<file path="src/rtl/stcag_pkg.sv">
`default_nettype none

package stcag_pkg;

  // Fixed field widths of the register file and the result item.
  localparam int LANE_W   = 16;
  localparam int OFF_W    = 40;
  localparam int RANK_W   = 3;
  localparam int EB_W     = 7;
  localparam int WORD_W   = 32;
  localparam int PACK_W   = 64;
  localparam int KIND_W   = 2;

  // Layout kinds; the fourth code has no meaning and is reported as an error.
  localparam logic [KIND_W-1:0] KIND_CONTIG  = 2'd0;
  localparam logic [KIND_W-1:0] KIND_STRIDED = 2'd1;
  localparam logic [KIND_W-1:0] KIND_CONCAT  = 2'd2;

  // Configuration register indexes.
  typedef enum logic [2:0] {
    REG_KIND     = 3'd0,
    REG_RANK     = 3'd1,
    REG_EB       = 3'd2,
    REG_SRC_BASE = 3'd3,
    REG_DST_BASE = 3'd4,
    REG_EXTENTS  = 3'd5,
    REG_SSTRIDES = 3'd6,
    REG_DSTRIDES = 3'd7
  } cfg_reg_t;

  // Per-item flags that travel with the offsets down the pipeline.
  typedef struct packed {
    logic valid_res;
    logic err;
    logic last;
    logic pc;
  } item_tag_t;

endpackage

`default_nettype wire

</file>
<file path="src/rtl/stcag_stage.sv">
`default_nettype none

// One pipeline stage per dimension. For strided layouts it adds index times
// stride on both sides; otherwise it performs one Horner step of the
// row-major source offset and adds the destination index times stride.
module stcag_stage
  import stcag_pkg::*;
#(
  parameter int MAX_RANK = 4,
  parameter int DIM_BITS = 16,
  parameter int STAGE    = 0
) (
  input  wire                              clk,
  input  wire                              rst,
  input  wire [KIND_W-1:0]                 kind,
  input  wire [RANK_W-1:0]                 rank,
  input  wire [LANE_W-1:0]                 src_stride,
  input  wire [LANE_W-1:0]                 dst_stride,
  input  wire                              up_valid,
  output logic                             up_ready,
  input  wire item_tag_t                   up_tag,
  input  wire [MAX_RANK-1:0][DIM_BITS-1:0] up_cnt,
  input  wire [MAX_RANK-1:0][DIM_BITS-1:0] up_ps,
  input  wire [MAX_RANK-1:0][DIM_BITS:0]   up_dpos,
  input  wire [OFF_W-1:0]                  up_sacc,
  input  wire                              up_sbig,
  input  wire [OFF_W-1:0]                  up_dacc,
  output logic                             dn_valid,
  input  wire                              dn_ready,
  output item_tag_t                        dn_tag,
  output logic [MAX_RANK-1:0][DIM_BITS-1:0] dn_cnt,
  output logic [MAX_RANK-1:0][DIM_BITS-1:0] dn_ps,
  output logic [MAX_RANK-1:0][DIM_BITS:0]   dn_dpos,
  output logic [OFF_W-1:0]                 dn_sacc,
  output logic                             dn_sbig,
  output logic [OFF_W-1:0]                 dn_dacc
);

  localparam int SP_W = OFF_W + LANE_W;
  localparam int DP_W = DIM_BITS + 1 + LANE_W;

  logic                   used;
  logic                   strided;
  logic [DIM_BITS-1:0]    idx;
  logic [OFF_W-1:0]       src_a;
  logic [LANE_W-1:0]      src_b;
  logic [OFF_W-1:0]       src_add;
  logic [SP_W-1:0]        src_prod;
  logic [SP_W:0]          src_sum;
  logic [DIM_BITS:0]      dst_a;
  logic [DP_W-1:0]        dst_prod;
  logic [OFF_W-1:0]       dst_sum;
  logic [OFF_W-1:0]       sacc_next;
  logic                   sbig_next;
  logic [OFF_W-1:0]       dacc_next;

  assign used    = RANK_W'(STAGE) < rank;
  assign strided = (kind == KIND_STRIDED);
  assign idx     = up_cnt[STAGE];

  // Source side: one shared multiplier, operands chosen by layout kind.
  assign src_a    = strided ? OFF_W'(idx) : up_sacc;
  assign src_b    = strided ? src_stride : LANE_W'(up_ps[STAGE]);
  assign src_add  = strided ? up_sacc : OFF_W'(idx);
  assign src_prod = SP_W'(src_a) * SP_W'(src_b);
  assign src_sum  = {1'b0, src_prod} + (SP_W + 1)'(src_add);

  // Destination side: index (shifted by the split for the second piece)
  // times the destination stride.
  assign dst_a    = strided ? {1'b0, idx} : up_dpos[STAGE];
  assign dst_prod = DP_W'(dst_a) * DP_W'(dst_stride);
  assign dst_sum  = up_dacc + OFF_W'(dst_prod);

  // Dimensions beyond the rank leave the sums untouched. A source carry past
  // the offset range is remembered as overflow; later factors are nonzero.
  assign sacc_next = used ? src_sum[OFF_W-1:0] : up_sacc;
  assign sbig_next = up_sbig | (used & (|src_sum[SP_W:OFF_W]));
  assign dacc_next = used ? dst_sum : up_dacc;

  assign up_ready = !dn_valid || dn_ready;

  // Stage occupancy.
  always_ff @(posedge clk) begin
    if (rst) begin
      dn_valid <= 1'b0;
    end else if (up_ready) begin
      dn_valid <= up_valid;
    end
  end

  // Stage payload.
  always_ff @(posedge clk) begin
    if (up_ready && up_valid) begin
      dn_tag  <= up_tag;
      dn_cnt  <= up_cnt;
      dn_ps   <= up_ps;
      dn_dpos <= up_dpos;
      dn_sacc <= sacc_next;
      dn_sbig <= sbig_next;
      dn_dacc <= dacc_next;
    end
  end

endmodule

`default_nettype wire

</file>
<file path="config.mk">
export PLATFORM = sky130hd
export DESIGN_NAME = stcag_stage
export DESIGN_NICKNAME = d
export VERILOG_FILES = /design/src/rtl/stcag_pkg.sv /design/src/rtl/stcag_stage.sv
export SDC_FILE = /design/constraint.sdc
export NUM_CORES = 2
export LEC_CHECK = 0
export BUFFER_PORTS_ARGS = -buffer_cell sky130_fd_sc_hd__buf_2
export CAP_MARGIN = 20
export CORE_MARGIN = 5
export CORE_UTILIZATION = 35
export CTS_CLUSTER_DIAMETER = 30
export DETAILED_ROUTE_END_ITERATION = 10
export MAX_ROUTING_LAYER = met4
export SYNTH_ARGS = -nofsm -noshare
export SYNTH_HDL_FRONTEND = slang
export SYNTH_SLANG_ARGS = --single-unit
export TNS_END_PERCENT = 20
</file>
<file path="constraint.sdc">
create_clock -name clk -period 21.3 [get_ports clk]
set_input_delay 4.26 -clock clk [delete_from_list [all_inputs] [get_ports clk]]
set_output_delay 4.26 -clock clk [all_outputs]
set_load 0.05 [all_outputs]
</file>
==> impl_metrics.tcl <==
set metrics [dict create \
    outcome "finished, final reports clean" \
    synth_top_flop_cell "edfxtp_1" \
    start_kind "input port" \
    met3_length_um 13600 \
    cp_slowest_cell "nand2_1" \
    synth_area_um2 41900 \
    critical_path_peak_fanout 182 \
    final_util_pct 40.9 \
    grt_pass1_vias 34903 \
    wl_met1_um 53600 \
    layout_common_cells "inv_1, fa_1, nand2_1" \
    vias_per_cell 5.00 \
    crit_type "in2reg" \
    gp_congestion 0.932 \
    tns_ns 0 \
    htreeDepth 3 \
    relSlewSlack_pct 29.9 \
    holdCritStartpoint "dn_valid" \
    grt_antenna_before_repair 43 \
    final.setup_skew_ns 0.0169 \
    vias 32695 \
    routed.top_layer "met4" \
    fill_cells 11701 \
    port_buffers 604 \
    slew_violations 0 \
    nNetsFinal 6247 \
    synth_edf_count 281 \
    rsz0062_at_grt "false" \
    ys_seq_area_share_pct 20.2 \
    drtPass1Iterations 5 \
    yosysWarnings 0 \
    grt_usage_pct 23.2 \
    grt_pass1_wl_um 214000 \
    crit_arrival_ns 13.04 \
    r2r_start "dn_valid" \
    period_share_pct 59.6 \
    worstMarginPinSlew_ns 1.05 \
    cts_tree "built" \
    synth_top_area_share_pct 38.8 \
    rows 126 \
    synthTopCellsByArea "fa_1, edfxtp_1, inv_1, ha_1, nand2_1" \
    grt_overflow 0 \
    insertion_delay_ns 0.64 \
    async_flop_share_pct 0 \
    finalCriticalPeriod_ns 12.69 \
    slowest_delay_ns 0.72 \
    max_freq_mhz 78.8 \
    yosysTopAreaCell "fa_1" \
    cts_made_buffers 68 \
    drive_gt1_share_pct 15.4 \
    worstSetupEndpoint "dn_dacc[39]" \
    drc 0 \
    cpMostUsedCell "fa_1" \
    cts_hold_buf 0 \
    dieArea_um2 127000 \
    rrSetupSlack_ns 18.72 \
    dieHeight_um 356 \
    required_ns 21.65 \
    ys_ff_latch 282 \
    final_common_cell "inv_1" \
    setup-violations-final 0 \
    clock-sinks 282 \
    wl_um 142000 \
    syn-instance-count 4396 \
    hold_viol 0 \
    setup_slack_ns 8.61 \
    ys_types 78 \
    postCtsResizedCells 0 \
    cts_setup_buffers 0 \
    die_w_um 356 \
    core_um2 118000 \
    wl_met2_um 67200 \
    hpwlAfterDp_um 117000 \
    avgSynthCellArea_um2 9.52 \
    regArea_um2 8460 \
    r2r-end "dn_dacc[34]" \
    place_ws_ns 8.04 \
    multiInputGateArea_um2 28900 \
    cts.path.max_buffers 3 \
    syn_to_final_growth_pct 15.7 \
    hp-class "reg2reg" \
    cts_root_buf "clkbuf_16" \
    r2r_cells 3 \
    initialDrtViolationCount 2431 \
    start_util_pct 35.4 \
    io_pins 605 \
    grt_max_degree 183 \
    path_clk_slew_ns 0.05 \
    drtAntennaViolNets 0 \
    wl_per_cell_um 21.7 \
    synth_nets 5775 \
    cap_violations 0 \
    endpoint_kind "register" \
    startpoint "kind[1]" \
]
worst min-delay path by stage:
stage	endpoint	slack [ns]	depth (start not counted)
after floorplan	dn_valid	1.11	2
after global placement	dn_valid	0.60	2
after detailed placement	dn_valid	0.59	2
after CTS	dn_valid	0.60	2
after global routing	dn_valid	0.64	2
final	dn_valid	0.60	2
per-layer routing:
layer	vias to the layer above	GRT usage, %
met5	-	-
met4	0	11.3
met3	304	6.24
met2	1514	37.2
met1	16465	27.1
li1	14412	-
critical path, delay by kind of cell:
kind,cells,cell delay (ns)
XOR/XNOR,1,0.16
buffers and inverters,7,0.88
AND/OR/NAND/NOR,6,2.19
AO/OA/AOI/OAI,7,1.76
adder cells (fa/ha/maj),7,3.48
Yosys cell counts, types with 42 or more instances:
master      n
inv_1     977
nor2_1    200
and3_1    180
o21ai_0    56
clkbuf_1  186
ha_1      245
a21o_1     42
edfxtp_1  281
fa_1      812
nand2_1   766
and2_1    113
a21oi_1   130
stage by stage:
step	std cells	instance area (um^2)	hold slack, ns
2_1_floorplan	4396	41900	1.11
3_3_place_gp	6397	46200	0.602
3_5_place_dp	6397	46200	0.590
4_1_cts	6515	48300	0.600
5_1_grt	6542	48400	0.638
6_report	6545	48400	0.596
cells by family (layout without fill, tap and decap cells):
family                     count (synthesis)  count (layout)  share of synthesized area, %
buffers and inverters                   1199            1719                          11.0
xor gates and xnor gates                  73              73                          1.53
AOI/OAI and AO/OA                        368             368                          5.63
other                                      0              29                             0
adders and majority gates               1057            1057                          46.1
muxes                                     23              23                         0.550
DFF                                      282             282                          20.2
and+or+nand+nor                         1394            1394                          15.0
final cells by class:
cell class | instances | share of cell area (%)
clock inverter | 44 | 0.933
clock buffer | 74 | 3.56
timing repair buffer | 624 | 6.60
inverter | 977 | 7.57
sequential | 282 | 17.5
antenna | 29 | 0.150
tap | 1600 | 4.13
multi-input combinational | 2915 | 59.6
sequential cells by signal (all words and copies together), names as in the netlist:
| name | count |
|---|---|
| dn_cnt | 64 |
| dn_sacc | 40 |
| dn_dacc | 40 |
| dn_ps | 64 |
| dn_valid | 1 |
| dn_sbig | 1 |
| dn_tag | 4 |
| dn_dpos | 68 |
Power is left out: the tool's default activity adds up to more than one toggle a clock period on the data nets, which glitch-free logic cannot reach.
